--- src/mpa_pkg.sv ---
// ----------------------------------------------------------------------------
// mpa_pkg: shared types and constants of the Metropolis accept/anneal core
// Action codes, register indexes, chain memory word and the exp(-x) table.
// ----------------------------------------------------------------------------
package mpa_pkg;

   localparam int CHAINS_DEFAULT = 8;
   localparam int WINDOW_DEFAULT = 256;

   localparam logic [31:0] START_VALUE  = 32'd655360000;   // 10000.0 in Q16.16
   localparam logic [31:0] TEMP_RESET   = 32'd65536;
   localparam logic [31:0] SCALE_RESET  = 32'd65536;
   localparam logic [15:0] TARGET_RESET = 16'd16384;
   localparam logic [15:0] BAND_RESET   = 16'd3277;

   localparam int EXP_BITS = 20;    // bits of x below 16.0

   typedef enum logic [1:0] {
      ACT_TRIAL  = 2'd0,
      ACT_ANNEAL = 2'd1,
      ACT_CLEAR  = 2'd2,
      ACT_NOP    = 2'd3
   } action_type;

   typedef enum logic [1:0] {
      REG_INIT_TEMP = 2'd0,
      REG_SCALE     = 2'd1,
      REG_TARGET    = 2'd2,
      REG_BAND      = 2'd3
   } reg_index_type;

   typedef struct packed {
      logic [31:0] last_value;
      logic [31:0] accepts;
      logic [31:0] trials;
   } chain_word_type;

   typedef struct packed {
      logic rd;
      logic wr;
      logic clr;
   } mem_ctl_type;

   localparam chain_word_type CHAIN_RESET = '{START_VALUE, 32'd0, 32'd0};

   // exp(-2^(b-16)) in Q0.32
   function automatic logic [31:0] exp_bit(input logic [4:0] b);
      logic [31:0] v;
      case (b)
         5'd0:  v = 32'd4294901760;
         5'd1:  v = 32'd4294836226;
         5'd2:  v = 32'd4294705160;
         5'd3:  v = 32'd4294443040;
         5'd4:  v = 32'd4293918848;
         5'd5:  v = 32'd4292870656;
         5'd6:  v = 32'd4290775039;
         5'd7:  v = 32'd4286586875;
         5'd8:  v = 32'd4278222805;
         5'd9:  v = 32'd4261543595;
         5'd10: v = 32'd4228380000;
         5'd11: v = 32'd4162825044;
         5'd12: v = 32'd4034748382;
         5'd13: v = 32'd3790295335;
         5'd14: v = 32'd3344923893;
         5'd15: v = 32'd2605029347;
         5'd16: v = 32'd1580030169;
         5'd17: v = 32'd581260615;
         5'd18: v = 32'd78665070;
         5'd19: v = 32'd1440801;
         default: v = 32'd0;
      endcase
      return v;
   endfunction

endpackage

--- src/mpa_chain_mem.sv ---
// ----------------------------------------------------------------------------
// mpa_chain_mem: per-chain state memory
// One word per chain, registered read, valid bits give reset value.
// ----------------------------------------------------------------------------
module mpa_chain_mem #(
   parameter int CHAINS = mpa_pkg::CHAINS_DEFAULT,
   parameter int AW     = 3
) (
   input  logic                    clock,
   input  logic                    reset,
   input  mpa_pkg::mem_ctl_type    ctl,
   input  logic [AW-1:0]           addr,
   input  mpa_pkg::chain_word_type wdata,
   output mpa_pkg::chain_word_type rdata
);
   import mpa_pkg::*;

   chain_word_type mem [CHAINS];
   chain_word_type rd_ff;
   logic [CHAINS-1:0] vld_ff;
   logic rd_vld_ff;

   always_ff @(posedge clock) begin
      if (ctl.wr) begin
         mem[addr] <= wdata;
      end
      if (ctl.rd) begin
         rd_ff <= mem[addr];
      end
   end

   always_ff @(posedge clock) begin
      if (reset || ctl.clr) begin
         vld_ff <= '0;
         rd_vld_ff <= 1'b0;
      end else begin
         if (ctl.wr) begin
            vld_ff[addr] <= 1'b1;
         end
         if (ctl.rd) begin
            rd_vld_ff <= vld_ff[addr];
         end
      end
   end

   assign rdata = rd_vld_ff ? rd_ff : CHAIN_RESET;

endmodule
--- config.mk ---
export PLATFORM = sky130hd
export DESIGN_NAME = mpa_chain_mem
export DESIGN_NICKNAME = d
export VERILOG_FILES = /design/src/mpa_pkg.sv /design/src/mpa_chain_mem.sv
export SDC_FILE = /design/constraint.sdc
export NUM_CORES = 1
export LEC_CHECK = 0
export BUFFER_PORTS_ARGS = -buffer_cell sky130_fd_sc_hd__buf_4
export CAP_MARGIN = 20
export CORE_ASPECT_RATIO = 1.4
export CORE_MARGIN = 1
export CORE_UTILIZATION = 35
export CTS_CLUSTER_DIAMETER = 30
export DETAILED_ROUTE_END_ITERATION = 12
export PLACE_DENSITY = 0.6
export RECOVER_POWER = 50
export SLEW_MARGIN = 10
export SYNTH_ARGS = -nofsm -noshare
export SYNTH_HDL_FRONTEND = slang
export SYNTH_SLANG_ARGS = --single-unit
--- constraint.sdc ---
create_clock -name clock -period 14.3 [get_ports clock]
set_input_delay 2.86 -clock clock [delete_from_list [all_inputs] [get_ports clock]]
set_output_delay 2.86 -clock clock [all_outputs]
set_load 0.005 [all_outputs]
==> results_dict.tcl <==
set metrics [dict create \
    num_vias 17639 \
    dieWidth_um 263 \
    synth_edf_count 864 \
    synthCells 1830 \
    fin_crit_ns 8.57 \
    worst_slew_pin_slew_ns 4.35 \
    cp.required_ns 14.89 \
    row_count 133 \
    first_global_vias 19070 \
    antenna_found_initial 20 \
    fillers 8251 \
    htree_num_levels 4 \
    ys_ff_latch 873 \
    combPwrFrac 0.042 \
    drive_gt1_frac 0.246 \
    yosys_warnings 0 \
    setup_viol 0 \
    drc_errors 0 \
    yosys.cell_types.count 29 \
    placedCellCount 3152 \
    status "complete, but fails checks" \
    synth_commonest_cells "edfxtp_1 (864), mux2_2 (175), a22oi_1 (164), and2_1 (93), nand2_1 (71)" \
    synth_top_area_frac 0.774 \
    cts_sinks 873 \
    fmax_ghz 0.117 \
    worst_setup_path_end_kind "flop" \
    hp-class "reg2reg" \
    die_y_um 368 \
    rr_endpoint "rd_vld_ff" \
    post_cts.repair.setup_buffers 0 \
    yosysSeqAreaShare 0.780 \
    drt.antenna.violating_nets 0 \
    crit_arrival_ns 9.15 \
    rr_startpoint "rd_vld_ff" \
    ios 200 \
    ctsResizeCount 0 \
    stdcell_area_um2 40600 \
    min_path_cells 1 \
    hpwl_um 42400 \
    cap_violations 6 \
    wirelength_um 79800 \
    ir_drop_v 0.000108 \
    portBuffers 199 \
    setup-tns-final_ns 0 \
    switching_share 0.220 \
    drt_iter0_drc 1216 \
    rr_worst_depth 2 \
    power.internal_w 0.00513 \
    wire_per_inst_um 23.4 \
    violations "max-capacitance violations, max-slew violations" \
    stdcell_count 3406 \
    p_per_area_nw_per_um2 162 \
    cts_inserted_buffers 136 \
    via_per_inst 5.18 \
    syn2layout_area_growth_pct 21.3 \
    initial_core_util 0.355 \
    p_clk_frac 0.509 \
    yosys-top-cells-area "edfxtp_1 (77%), mux2_2 (5.9%), a22oi_1 (3.7%)" \
    power_w 0.00658 \
    synth.avg_cell_area_um2 18.3 \
    pwr-share-seq 0.449 \
    maxSlewViolCount 250 \
    clockBufferDepth 3 \
    clk_pin_slew_ns 0.05 \
    grt_max_degree 145 \
    async_flop_share 0 \
    hp-start "vld_ff[7]" \
    start_kind "input port" \
    synth_area_leader_cell "edfxtp_1" \
    num-nets-final 2180 \
    core_um2 94400 \
    die-area_um2 97000 \
    syn_area_um2 33500 \
    crit_fanout 57 \
    drtPass1Iterations 5 \
    clk_latency_ns 0.72 \
    synth_most_common_cell "edfxtp_1" \
    fin_skew_ns 0.0286 \
    fin_hold_ws_ns 0.466 \
    r2r_slack_ns 12.71 \
    p_sw_w 0.00145 \
    cts_hold_buffers 0 \
    placed_area_um2 36200 \
    syn_nets 1934 \
    crit_type "in2reg" \
    min_to "vld_ff[7]" \
    fin_crit_sh 0.599 \
    rsz0062_at_grt "false" \
    place_congestion 0.717 \
    relSlewSlack -1.90 \
    overflow 0 \
    hold_viol_final 0 \
    synthFlopType "edfxtp_1" \
    cts_tree "yes" \
    grt_pass1_wl_um 119000 \
    grt_use_total 0.165 \
    cts-root-buf "clkbuf_16" \
    leakagePower_nw 13.5 \
]
==> layout make-up <==
class / count / area (um^2) / area share
Clock inverter: 105 / 1310 / 0.0323
Tap cell: 1215 / 1520 / 0.0374
Timing Repair Buffer: 227 / 1420 / 0.0350
Clock buffer: 144 / 3440 / 0.0848
Antenna cell: 4 / 10.0 / 0.000246
Sequential cell: 873 / 26100 / 0.643
Multi-Input combinational cell: 838 / 6790 / 0.167
==> sequential cells by signal (all words and copies together), names as in the netlist <==
| name | count |
|---|---|
| rd_ff | 96 |
| mem | 768 |
| vld_ff | 8 |
| rd_vld_ff | 1 |
==> per-layer routing <==
| metal | routed length, um | share of wire | vias up | GRT usage |
|---|---|---|---|---|
| met4 | 1900 | 0.024 | 18 | 0.0602 |
| met3 | 4550 | 0.057 | 151 | 0.0375 |
| met2 | 41800 | 0.52 | 505 | 0.295 |
| met5 | 111 | 0.0014 | - | 0 |
| met1 | 31400 | 0.39 | 9102 | 0.190 |
| li1 | - | - | 7863 | - |
==> critical path: stages <==
cell and delay (ns):
clkbuf_1 3.00, clkbuf_1 2.38, o221ai_1 0.47, a21oi_1 0.31, a21oi_1 0.09
==> stage by stage <==
stage | setup slack (ns) | util
3_5_place_dp | 7.35 | 0.384
2_1_floorplan | 3.15 | -
3_3_place_gp | 7.38 | 0.383
5_1_grt | 5.20 | 0.430
4_1_cts | 8.11 | 0.434
6_report | 5.73 | 0.431
==> power groups by stage <==
stage / clock (W) / combinational [W] / sequential (W)
finish: 0.00335 / 0.000278 / 0.00295
global route: 0.00351 / 0.000304 / 0.00296
CTS: 0.00340 / 0.000295 / 0.00295
detailed placement: 0 / 0.000294 / 0.00300
global placement: 0 / 0.000287 / 0.00300
floorplan: 0 / 0.000167 / 0.00299
==> placed cells by master (no fill, tap or decap), types with 3 or more instances in the layout <==
cell type     n
o21ai_0       8
inv_16        4
diode_2       4
edfxtp_1    864
a21oi_1      31
o21ai_1      21
buf_4       120
clkinv_1     16
nand2_1      71
bufinv_16    17
clkinv_8      6
dfxtp_1       9
mux2_1       56
buf_16        3
clkinv_4     13
inv_8         3
clkbuf_1    107
nor2_4        3
o21a_1        8
nor2_1       33
clkinvlp_4   11
clkinv_2     15
mux2_2      175
inv_6        16
nand2b_1      8
o221ai_1     68
mux2i_1      59
clkbuf_16   136
o22a_1       28
a22oi_1     164
clkinv_16     4
and2_1       92
==> worst max path at each step <==
| stage | depth (start not counted) | slack (ns) | startpoint | to |
|---|---|---|---|---|
| 6_report | 5 | 5.73 | ctl[2] | rd_vld_ff |
| 5_1_grt | 5 | 5.20 | ctl[2] | rd_vld_ff |
| 4_1_cts | 4 | 8.11 | addr[1] | mem[7][22] |
| 3_5_place_dp | 4 | 7.35 | addr[1] | mem[7][66] |
| 3_3_place_gp | 4 | 7.38 | addr[1] | mem[7][66] |
| 2_1_floorplan | 5 | 3.15 | addr[0] | mem[4][0] |
==> cells by family (layout without fill, tap and decap cells) <==
family                 Yosys count  in the layout  synth area share
buffers and inverters          119            476            0.0191
AOI/OAI and AO/OA              329            329            0.0729
DFF                            873            873             0.780
muxes                          290            290            0.0953
and+or+nand+nor                219            219            0.0329
other                            0              4                 0
(Power assumes the default switching activity.)
